[config.mk]
export PLATFORM = sky130hd
export DESIGN_NAME = gregorian_date_arithmetic
export DESIGN_NICKNAME = d
export VERILOG_FILES = /design/src/rtl/gda_pkg.sv /design/src/rtl/gda_alu.sv /design/src/rtl/gda_date_check.sv /design/src/rtl/gregorian_date_arithmetic.sv
export SDC_FILE = /design/constraint.sdc
export NUM_CORES = 1
export LEC_CHECK = 0
export ABC_AREA = 1
export ABC_CLOCK_PERIOD_IN_PS = 8950
export BUFFER_PORTS_ARGS = -buffer_cell sky130_fd_sc_hd__buf_2
export CORE_MARGIN = 3
export CORE_UTILIZATION = 45
export CTS_BUF_LIST = sky130_fd_sc_hd__clkbuf_2
export DETAILED_ROUTE_END_ITERATION = 7
export GPL_TIMING_DRIVEN = 0
export MAX_ROUTING_LAYER = met4
export PLACE_DENSITY = 0.68
export REMOVE_ABC_BUFFERS = 1
export SYNTH_ARGS = -nofsm -noshare
export SYNTH_HDL_FRONTEND = slang
export SYNTH_SLANG_ARGS = --single-unit
[constraint.sdc]
create_clock -name i_clk -period 8.95 [get_ports i_clk]
set_clock_uncertainty 0.15 [all_clocks]
set_input_delay 1.3425 -clock i_clk [delete_from_list [all_inputs] [get_ports i_clk]]
set_output_delay 1.3425 -clock i_clk [all_outputs]
set_load 0.02 [all_outputs]
[src/rtl/gda_pkg.sv]
`timescale 1ns / 1ps

package gda_pkg;

    localparam int MinYearDef = 1601;
    localparam int MaxYearDef = 9999;

    localparam int W_OP   = 3;
    localparam int W_DAY  = 5;
    localparam int W_MON  = 4;
    localparam int W_YEAR = 14;
    localparam int W_CNT  = 16;
    localparam int W_NUM  = 22;
    localparam int W_ST   = 2;
    localparam int W_SER  = 23;

    localparam logic [W_OP-1:0] OP_VALIDATE = 3'd0;
    localparam logic [W_OP-1:0] OP_ADD      = 3'd1;
    localparam logic [W_OP-1:0] OP_SUB      = 3'd2;
    localparam logic [W_OP-1:0] OP_DIFF     = 3'd3;
    localparam logic [W_OP-1:0] OP_WEEKDAY  = 3'd4;

    localparam logic [W_ST-1:0] ST_OK       = 2'd0;
    localparam logic [W_ST-1:0] ST_BAD_DATE = 2'd1;
    localparam logic [W_ST-1:0] ST_ORDER    = 2'd2;
    localparam logic [W_ST-1:0] ST_RANGE    = 2'd3;

    localparam logic [4:0] MONTH_LEN [12] = '{
        5'd31, 5'd28, 5'd31, 5'd30, 5'd31, 5'd30,
        5'd31, 5'd31, 5'd30, 5'd31, 5'd30, 5'd31
    };

    // Year strides of the Gregorian cycle and their lengths in days.
    localparam logic [8:0]  STRIDE_YEARS [4] = '{9'd400, 9'd100, 9'd4, 9'd1};
    localparam logic [17:0] STRIDE_DAYS  [4] = '{18'd146097, 18'd36524, 18'd1461, 18'd365};

    typedef struct packed {
        logic valid;
        logic leap;
    } t_date_info;

    function automatic logic [4:0] month_days(input logic [W_MON-1:0] mon, input logic leap);
        logic [4:0] len;
        len = 5'd0;
        if (mon >= 4'd1 && mon <= 4'd12) begin
            len = MONTH_LEN[mon - 4'd1];
        end
        if (mon == 4'd2 && leap) begin
            len = 5'd29;
        end
        return len;
    endfunction

    // The low bits of year * 5243 are small exactly when the year is a multiple of 100,
    // and the high bits give the year divided by 100.
    function automatic logic is_leap(input logic [W_YEAR-1:0] year);
        logic [26:0] prod;
        logic        is100;
        logic        is400;
        prod  = 27'(year) * 27'd5243;
        is100 = (prod[18:11] == 8'd0);
        is400 = is100 && (prod[20:19] == 2'b00);
        return ((year[1:0] == 2'b00) && !is100) || is400;
    endfunction

endpackage

[src/rtl/gda_alu.sv]
`timescale 1ns / 1ps

module gda_alu (
    input  logic [gda_pkg::W_SER-1:0] i_a,
    input  logic [gda_pkg::W_SER-1:0] i_b,
    input  logic                      i_sub,
    output logic [gda_pkg::W_SER-1:0] o_sum,
    output logic                      o_ge
);
    import gda_pkg::*;

    logic [W_SER:0] wide;

    always_comb begin
        if (i_sub) begin
            wide = {1'b0, i_a} - {1'b0, i_b};
        end else begin
            wide = {1'b0, i_a} + {1'b0, i_b};
        end
    end

    assign o_sum = wide[W_SER-1:0];
    assign o_ge  = !wide[W_SER];

endmodule

[src/rtl/gda_date_check.sv]
`timescale 1ns / 1ps

module gda_date_check #(
    parameter int MIN_YEAR = gda_pkg::MinYearDef,
    parameter int MAX_YEAR = gda_pkg::MaxYearDef
) (
    input  logic [gda_pkg::W_DAY-1:0]  i_day,
    input  logic [gda_pkg::W_MON-1:0]  i_month,
    input  logic [gda_pkg::W_YEAR-1:0] i_year,
    output gda_pkg::t_date_info        o_info
);
    import gda_pkg::*;

    logic leap;
    logic year_ok;
    logic month_ok;
    logic day_ok;

    always_comb begin
        leap     = is_leap(i_year);
        year_ok  = (i_year >= W_YEAR'(MIN_YEAR)) && (i_year <= W_YEAR'(MAX_YEAR));
        month_ok = (i_month >= 4'd1) && (i_month <= 4'd12);
        day_ok   = (i_day != 5'd0) && (i_day <= month_days(i_month, leap));
        o_info.valid = year_ok && month_ok && day_ok;
        o_info.leap  = leap;
    end

endmodule

[src/rtl/gregorian_date_arithmetic.sv]
`timescale 1ns / 1ps
// One request at a time: busy is high from the accepted start until the result strobe.
// Validate or a bad date goes from the check straight to the result. Add, subtract, difference
// and weekday run the year and month stepping loops, and weekday then the modulo-7 loop, all of
// which share one 23-bit adder; the last busy cycle carries the result strobe.
// A new request is taken the cycle after the result strobe.
// Synchronous active-low reset returns the sequencer to idle; the receiver cannot stall.

module gregorian_date_arithmetic #(
    parameter int MIN_YEAR = gda_pkg::MinYearDef,
    parameter int MAX_YEAR = gda_pkg::MaxYearDef
) (
    input  logic                      i_clk,
    input  logic                      i_rst_n,
    input  logic                      start,
    output logic                      busy,
    input  logic [gda_pkg::W_OP-1:0]   i_opcode,
    input  logic [gda_pkg::W_DAY-1:0]  i_day_a,
    input  logic [gda_pkg::W_MON-1:0]  i_month_a,
    input  logic [gda_pkg::W_YEAR-1:0] i_year_a,
    input  logic [gda_pkg::W_DAY-1:0]  i_day_b,
    input  logic [gda_pkg::W_MON-1:0]  i_month_b,
    input  logic [gda_pkg::W_YEAR-1:0] i_year_b,
    input  logic [gda_pkg::W_CNT-1:0]  i_day_count,
    output logic                      o_done,
    output logic [gda_pkg::W_DAY-1:0]  o_result_day,
    output logic [gda_pkg::W_MON-1:0]  o_result_month,
    output logic [gda_pkg::W_YEAR-1:0] o_result_year,
    output logic [gda_pkg::W_NUM-1:0]  o_result_number,
    output logic                      o_date_valid,
    output logic [gda_pkg::W_ST-1:0]   o_status
);
    import gda_pkg::*;

    localparam int LoYears  = MIN_YEAR - 1;
    localparam int HiYears  = MAX_YEAR;
    localparam int SerLoInt = 365 * LoYears + LoYears / 4 - LoYears / 100 + LoYears / 400;
    localparam int SerHiInt = 365 * HiYears + HiYears / 4 - HiYears / 100 + HiYears / 400;
    localparam logic [W_SER-1:0] SER_LO = W_SER'(SerLoInt);
    localparam logic [W_SER-1:0] SER_HI = W_SER'(SerHiInt);
    localparam logic [W_SER-1:0] SEVEN  = W_SER'(7);

    typedef enum logic [10:0] {
        S_IDLE  = 11'b000_0000_0001,
        S_CHECK = 11'b000_0000_0010,
        S_YFWD  = 11'b000_0000_0100,
        S_MFWD  = 11'b000_0000_1000,
        S_ADJ   = 11'b000_0001_0000,
        S_BOUND = 11'b000_0010_0000,
        S_DIFF  = 11'b000_0100_0000,
        S_YREV  = 11'b000_1000_0000,
        S_MREV  = 11'b001_0000_0000,
        S_MOD7  = 11'b010_0000_0000,
        S_OUT   = 11'b100_0000_0000
    } t_state;

    t_state r_state, n_state;

    logic [W_OP-1:0]   r_op, n_op;
    logic [W_DAY-1:0]  r_day_a, n_day_a, r_day_b, n_day_b;
    logic [W_MON-1:0]  r_month_a, n_month_a, r_month_b, n_month_b;
    logic [W_YEAR-1:0] r_year_a, n_year_a, r_year_b, n_year_b;
    logic [W_CNT-1:0]  r_count, n_count;

    logic              r_second, n_second;
    logic [1:0]        r_phase, n_phase;
    logic [1:0]        r_n100, n_n100;
    logic [4:0]        r_n4, n_n4;
    logic [1:0]        r_n1, n_n1;
    logic [4:0]        r_k, n_k;
    logic [W_MON-1:0]  r_mon, n_mon;
    logic              r_leap, n_leap;
    logic [W_SER-1:0]  r_ser, n_ser;
    logic [W_SER-1:0]  r_sa, n_sa;
    logic [W_YEAR-1:0] r_yrem, n_yrem;

    logic              r_va, n_va;
    logic [W_DAY-1:0]  r_rd, n_rd;
    logic [W_MON-1:0]  r_rm, n_rm;
    logic [W_YEAR-1:0] r_ry, n_ry;
    logic [W_NUM-1:0]  r_rn, n_rn;
    logic [W_ST-1:0]   r_st, n_st;

    t_date_info        info_a;
    t_date_info        info_b;

    logic [W_SER-1:0]  alu_a;
    logic [W_SER-1:0]  alu_b;
    logic              alu_sub;
    logic [W_SER-1:0]  alu_sum;
    logic              alu_ge;

    logic [8:0]        stride_y;
    logic [17:0]       stride_d;
    logic              rev_leap;
    logic              cap;
    logic [W_MON-1:0]  mon_target;
    logic [W_SER-1:0]  ser_mod;

    gda_date_check #(.MIN_YEAR(MIN_YEAR), .MAX_YEAR(MAX_YEAR)) u_check_a (
        .i_day   (r_day_a),
        .i_month (r_month_a),
        .i_year  (r_year_a),
        .o_info  (info_a)
    );

    gda_date_check #(.MIN_YEAR(MIN_YEAR), .MAX_YEAR(MAX_YEAR)) u_check_b (
        .i_day   (r_day_b),
        .i_month (r_month_b),
        .i_year  (r_year_b),
        .o_info  (info_b)
    );

    gda_alu u_alu (
        .i_a   (alu_a),
        .i_b   (alu_b),
        .i_sub (alu_sub),
        .o_sum (alu_sum),
        .o_ge  (alu_ge)
    );

    always_comb begin
        n_state   = r_state;
        n_op      = r_op;
        n_day_a   = r_day_a;
        n_month_a = r_month_a;
        n_year_a  = r_year_a;
        n_day_b   = r_day_b;
        n_month_b = r_month_b;
        n_year_b  = r_year_b;
        n_count   = r_count;
        n_second  = r_second;
        n_phase   = r_phase;
        n_n100    = r_n100;
        n_n4      = r_n4;
        n_n1      = r_n1;
        n_k       = r_k;
        n_mon     = r_mon;
        n_leap    = r_leap;
        n_ser     = r_ser;
        n_sa      = r_sa;
        n_yrem    = r_yrem;
        n_va      = r_va;
        n_rd      = r_rd;
        n_rm      = r_rm;
        n_ry      = r_ry;
        n_rn      = r_rn;
        n_st      = r_st;

        stride_y   = STRIDE_YEARS[r_phase];
        stride_d   = STRIDE_DAYS[r_phase];
        rev_leap   = (r_n1 == 2'd3) && ((r_n4 != 5'd24) || (r_n100 == 2'd3));
        cap        = ((r_phase == 2'd1) && (r_n100 == 2'd3)) ||
                     ((r_phase == 2'd3) && (r_n1 == 2'd3));
        mon_target = r_second ? r_month_b : r_month_a;

        alu_a   = r_ser;
        alu_b   = W_SER'(stride_d);
        alu_sub = 1'b1;
        ser_mod = r_ser;

        case (r_state)
            S_IDLE: begin
                if (start) begin
                    n_op      = i_opcode;
                    n_day_a   = i_day_a;
                    n_month_a = i_month_a;
                    n_year_a  = i_year_a;
                    n_day_b   = i_day_b;
                    n_month_b = i_month_b;
                    n_year_b  = i_year_b;
                    n_count   = i_day_count;
                    n_state   = S_CHECK;
                end
            end
            S_CHECK: begin
                n_va     = info_a.valid;
                n_rd     = '0;
                n_rm     = '0;
                n_ry     = '0;
                n_rn     = '0;
                n_st     = ST_OK;
                n_second = 1'b0;
                n_yrem   = r_year_a - W_YEAR'(1);
                n_ser    = W_SER'(r_day_a - W_DAY'(1));
                n_phase  = 2'd0;
                n_mon    = 4'd1;
                n_leap   = info_a.leap;
                if (r_op == OP_DIFF) begin
                    if (!info_a.valid || !info_b.valid) begin
                        n_st    = ST_BAD_DATE;
                        n_state = S_OUT;
                    end else begin
                        n_state = S_YFWD;
                    end
                end else if (!info_a.valid) begin
                    n_st    = ST_BAD_DATE;
                    n_state = S_OUT;
                end else if (r_op == OP_ADD || r_op == OP_SUB || r_op == OP_WEEKDAY) begin
                    n_state = S_YFWD;
                end else begin
                    n_state = S_OUT;
                end
            end
            S_YFWD: begin
                alu_sub = 1'b0;
                if (r_yrem >= W_YEAR'(stride_y)) begin
                    n_yrem = r_yrem - W_YEAR'(stride_y);
                    n_ser  = alu_sum;
                end else if (r_phase == 2'd3) begin
                    n_state = S_MFWD;
                end else begin
                    n_phase = r_phase + 2'd1;
                end
            end
            S_MFWD: begin
                alu_sub = 1'b0;
                alu_b   = W_SER'(month_days(r_mon, r_leap));
                if (r_mon < mon_target) begin
                    n_ser = alu_sum;
                    n_mon = r_mon + 4'd1;
                end else if (r_op == OP_DIFF && !r_second) begin
                    n_sa     = r_ser;
                    n_second = 1'b1;
                    n_yrem   = r_year_b - W_YEAR'(1);
                    n_ser    = W_SER'(r_day_b - W_DAY'(1));
                    n_phase  = 2'd0;
                    n_mon    = 4'd1;
                    n_leap   = info_b.leap;
                    n_state  = S_YFWD;
                end else if (r_op == OP_DIFF) begin
                    n_state = S_DIFF;
                end else if (r_op == OP_WEEKDAY) begin
                    n_k     = 5'd20;
                    n_state = S_MOD7;
                end else begin
                    n_state = S_ADJ;
                end
            end
            S_ADJ: begin
                alu_b   = W_SER'(r_count);
                alu_sub = (r_op == OP_SUB);
                if (r_op == OP_SUB && !alu_ge) begin
                    n_st    = ST_RANGE;
                    n_state = S_OUT;
                end else begin
                    n_ser   = alu_sum;
                    n_state = S_BOUND;
                end
            end
            S_BOUND: begin
                alu_b = (r_op == OP_SUB) ? SER_LO : SER_HI;
                if ((r_op == OP_SUB) ? !alu_ge : alu_ge) begin
                    n_st    = ST_RANGE;
                    n_state = S_OUT;
                end else begin
                    n_yrem  = W_YEAR'(1);
                    n_phase = 2'd0;
                    n_n100  = 2'd0;
                    n_n4    = 5'd0;
                    n_n1    = 2'd0;
                    n_mon   = 4'd1;
                    n_state = S_YREV;
                end
            end
            S_YREV: begin
                if (alu_ge && !cap) begin
                    n_ser  = alu_sum;
                    n_yrem = r_yrem + W_YEAR'(stride_y);
                    if (r_phase == 2'd1) begin
                        n_n100 = r_n100 + 2'd1;
                    end else if (r_phase == 2'd2) begin
                        n_n4 = r_n4 + 5'd1;
                    end else if (r_phase == 2'd3) begin
                        n_n1 = r_n1 + 2'd1;
                    end
                end else if (r_phase == 2'd3) begin
                    n_state = S_MREV;
                end else begin
                    n_phase = r_phase + 2'd1;
                end
            end
            S_MREV: begin
                alu_b = W_SER'(month_days(r_mon, rev_leap));
                if (r_mon < 4'd12 && alu_ge) begin
                    n_ser = alu_sum;
                    n_mon = r_mon + 4'd1;
                end else begin
                    n_rd    = r_ser[W_DAY-1:0] + W_DAY'(1);
                    n_rm    = r_mon;
                    n_ry    = r_yrem;
                    n_state = S_OUT;
                end
            end
            S_DIFF: begin
                alu_b = r_sa;
                if (!alu_ge) begin
                    n_st = ST_ORDER;
                end else if (alu_sum[W_SER-1:W_NUM] != '0) begin
                    n_st = ST_RANGE;
                end else begin
                    n_rn = alu_sum[W_NUM-1:0];
                end
                n_state = S_OUT;
            end
            S_MOD7: begin
                alu_b   = SEVEN << r_k;
                ser_mod = alu_ge ? alu_sum : r_ser;
                n_ser   = ser_mod;
                if (r_k == 5'd0) begin
                    n_rn    = W_NUM'(ser_mod[2:0]);
                    n_state = S_OUT;
                end else begin
                    n_k = r_k - 5'd1;
                end
            end
            S_OUT: begin
                n_state = S_IDLE;
            end
            default: begin
                n_state = S_IDLE;
            end
        endcase
    end

    always_ff @(posedge i_clk) begin
        if (!i_rst_n) begin
            r_state  <= S_IDLE;
            r_second <= 1'b0;
            r_phase  <= 2'd0;
            r_n100   <= 2'd0;
            r_n4     <= 5'd0;
            r_n1     <= 2'd0;
            r_k      <= 5'd0;
        end else begin
            r_state  <= n_state;
            r_second <= n_second;
            r_phase  <= n_phase;
            r_n100   <= n_n100;
            r_n4     <= n_n4;
            r_n1     <= n_n1;
            r_k      <= n_k;
        end
    end

    always_ff @(posedge i_clk) begin
        r_op      <= n_op;
        r_day_a   <= n_day_a;
        r_month_a <= n_month_a;
        r_year_a  <= n_year_a;
        r_day_b   <= n_day_b;
        r_month_b <= n_month_b;
        r_year_b  <= n_year_b;
        r_count   <= n_count;
        r_mon     <= n_mon;
        r_leap    <= n_leap;
        r_ser     <= n_ser;
        r_sa      <= n_sa;
        r_yrem    <= n_yrem;
        r_va      <= n_va;
        r_rd      <= n_rd;
        r_rm      <= n_rm;
        r_ry      <= n_ry;
        r_rn      <= n_rn;
        r_st      <= n_st;
    end

    assign busy            = (r_state != S_IDLE);
    assign o_done          = (r_state == S_OUT);
    assign o_result_day    = r_rd;
    assign o_result_month  = r_rm;
    assign o_result_year   = r_ry;
    assign o_result_number = r_rn;
    assign o_date_valid    = r_va;
    assign o_status        = r_st;

endmodule

==> flow_metrics.tcl <==
set metrics [dict create \
    outcome "completed" \
    root_buffer "clkbuf_2" \
    clock_sinks 206 \
    cp_data_required_time_ps 9560 \
    finalCritPeriodShare 0.832 \
    grt_pass1_wl_mm 85.8 \
    synth_top_cells_by_count "inv_1 (486), nand2_1 (345), ha_1 (247)" \
    path_common_cell "nor2_1" \
    holdCritPathClass "input pin to flip-flop" \
    die_h_um 215 \
    worst_path_largest_cell_delay_ps 830 \
    cp_slowest_cell "nor3_2" \
    cts_buffer_depth 3 \
    die_area_um2 46400 \
    grtUsageTotal 0.239 \
    clk_pin_slew_ps 100 \
    grt_pass1_vias 16400 \
    clk_latency_ps 1070 \
    ys_top_cells_by_area "edfxtp_1 (27%), ha_1 (16%), fa_1 (12%)" \
    synth_compound_area_frac 0.0975 \
    setup_tns_ps 0 \
    grt_max_degree 30 \
    max_cap_viol_count 0 \
    dr_total_vias 16200 \
    slew_viol_final 0 \
    synth_adder_area_share 0.281 \
    rows 76 \
    synthesis.instances 2324 \
    synth_top_family_by_area "adder cells" \
    synth_mux_area_frac 0.000507 \
    cts_tree "yes" \
    pin_count 118 \
    nets 2919 \
    reg2reg_slack_ps 1500 \
    synth_ff_type "edfxtp_1" \
    synth_seq_cells 206 \
    start_util 0.457 \
    whs_endpoint "r_count[12]" \
    gp_congestion 0.964 \
    area_delta_synth_final_pct 9.22 \
    dpl_cell_area_um2 21100 \
    holdCritStartpoint "i_day_count[12]" \
    route.detailed.drc 0 \
    critical_path.endpoint_type "flip-flop" \
    synth_edf_count 178 \
    syn_area_um2 19700 \
    post_cts_resized 0 \
    coreArea_um2 43200 \
    first_pass_iters 6 \
    ys_seq_area_frac 0.299 \
    antenna_found_initial 2 \
    numCtsBuffers 58 \
    rsz0062_at_grt "false" \
    synthMostInstantiatedCell "inv_1" \
    critPathLaunchType "flip-flop" \
    synth.distinct_cells 62 \
    critPathMaxFanout 29 \
    worstReg2RegEnd "alu_a[17]" \
    place.port_buffers 117 \
    yosysWarnings 0 \
    synth.avg_cell_area_um2 8.50 \
    relSlewSlack 0.179 \
    max_freq_mhz 134 \
    grt-ovfl-total 0 \
    synth_xor_area_frac 0.0359 \
    r2r_cells 33 \
    final_area_um2 21600 \
    h-tree-depth 2 \
    drt_iter0_markers 1124 \
    wl_mm 53.4 \
    fin_crit_ps 7450 \
    worstHoldPathCells 1 \
    cts_setup_buffers 0 \
    vias_per_cell 5.20 \
    postRouteAntennaNets 0 \
    dp_hpwl_mm 43.7 \
    tightest_slew_ps 1230 \
    layout-drive-gt1-share 0.114 \
    holdBufCountCts 0 \
    die_x_um 215 \
    r2r-start "r_state[6]" \
    arrival_ps 8060 \
    synth.top_cell.area_share 0.271 \
    setup_viol_count_final 0 \
    critical_path_class "flip-flop to flip-flop" \
    finalHoldViolations 0 \
    synthArstFlopShare 0 \
    synth_area_leader_cell "edfxtp_1" \
    post_drt_wl_per_cell_um 17.2 \
    yosys.area_share.simple 0.185 \
]
## area by class of cell
type / instances / area [µm²]
tap: 585 / 732
sequential: 206 / 5910
multi-input combinational: 1595 / 11900
timing repair buffer: 123 / 682
clock buffer: 75 / 375
fill: 4140 / 21600
clock inverter: 26 / 119
antenna: 5 / 12.5
inverter: 497 / 1870
## logic make-up after synthesis
kind of cell	Yosys count
flip-flops	206
XOR/XNOR	81
adder cells (fa/ha/maj)	370
AND/OR/NAND/NOR	808
AO/OA/AOI/OAI	335
multiplexers	1
buffers and inverters	523
## worst max-delay path by stage
stage / from / to / slack, ps / cells past startpoint
global placement: r_state[6] / alu_a[20] / 120 / 32
CTS: r_state[6] / alu_a[20] / 1540 / 33
global route: r_state[4] / alu_a[20] / 960 / 32
floorplan: r_state[3] / alu_a[10] / 2400 / 31
finish: r_state[6] / alu_a[17] / 1500 / 33
detailed placement: r_state[3] / alu_a[20] / 1570 / 32
## sequential cells by signal, indices dropped and copies added, names as in the netlist, 11 cells and up
signal / count
alu_a: 23
o_result_number: 22
o_result_year: 14
r_count: 16
r_sa: 23
r_state: 11
r_year_a: 14
r_year_b: 14
r_yrem: 14
## critical path, delay by kind of cell (launching register included)
| family | cells | cell delay, ps |
|---|---|---|
| fa+ha+maj | 3 | 810 |
| buf+inv | 3 | 470 |
| simple gates | 23 | 4780 |
| compound gates | 3 | 390 |
| flops | 1 | 340 |
| xor+xnor | 1 | 190 |
## routing by layer
metal,global-route usage,share of wire,up-vias
li1,-,-,7914
met1,0.314,0.45,7650
met2,0.369,0.45,510
met3,0.0431,0.065,119
met4,0.0934,0.037,0
met5,-,0,-
## cell usage in the layout (no fill, tap or decap), drive strengths merged, types with 24 or more instances in the layout
| master | Yosys | final |
|---|---|---|
| o21ai | 116 | 116 |
| inv | 495 | 496 |
| nand2 | 365 | 365 |
| clkinv | 2 | 26 |
| nand3 | 120 | 120 |
| a21oi | 127 | 127 |
| buf | 12 | 123 |
| ha | 247 | 247 |
| xor2 | 57 | 57 |
| clkbuf | 14 | 75 |
| xnor2 | 24 | 24 |
| fa | 123 | 123 |
| edfxtp | 178 | 178 |
| nor2 | 237 | 237 |
| nand4 | 28 | 28 |
| nor3 | 34 | 34 |
| dfxtp | 28 | 28 |
## per-stage QoR
step | util | setup slack (ps) | std cells | hold WS, ps
detailed placement | 0.488 | 1570 | 3006 | 298
global route | 0.500 | 962 | 3112 | 209
floorplan | - | 2400 | 2298 | 283
global placement | 0.485 | 122 | 3000 | 292
finish | 0.500 | 1500 | 3112 | 292
CTS | 0.499 | 1540 | 3107 | 187
Power is left out: the tool's default activity adds up to more than one toggle a clock period on the data nets, which glitch-free logic cannot reach.
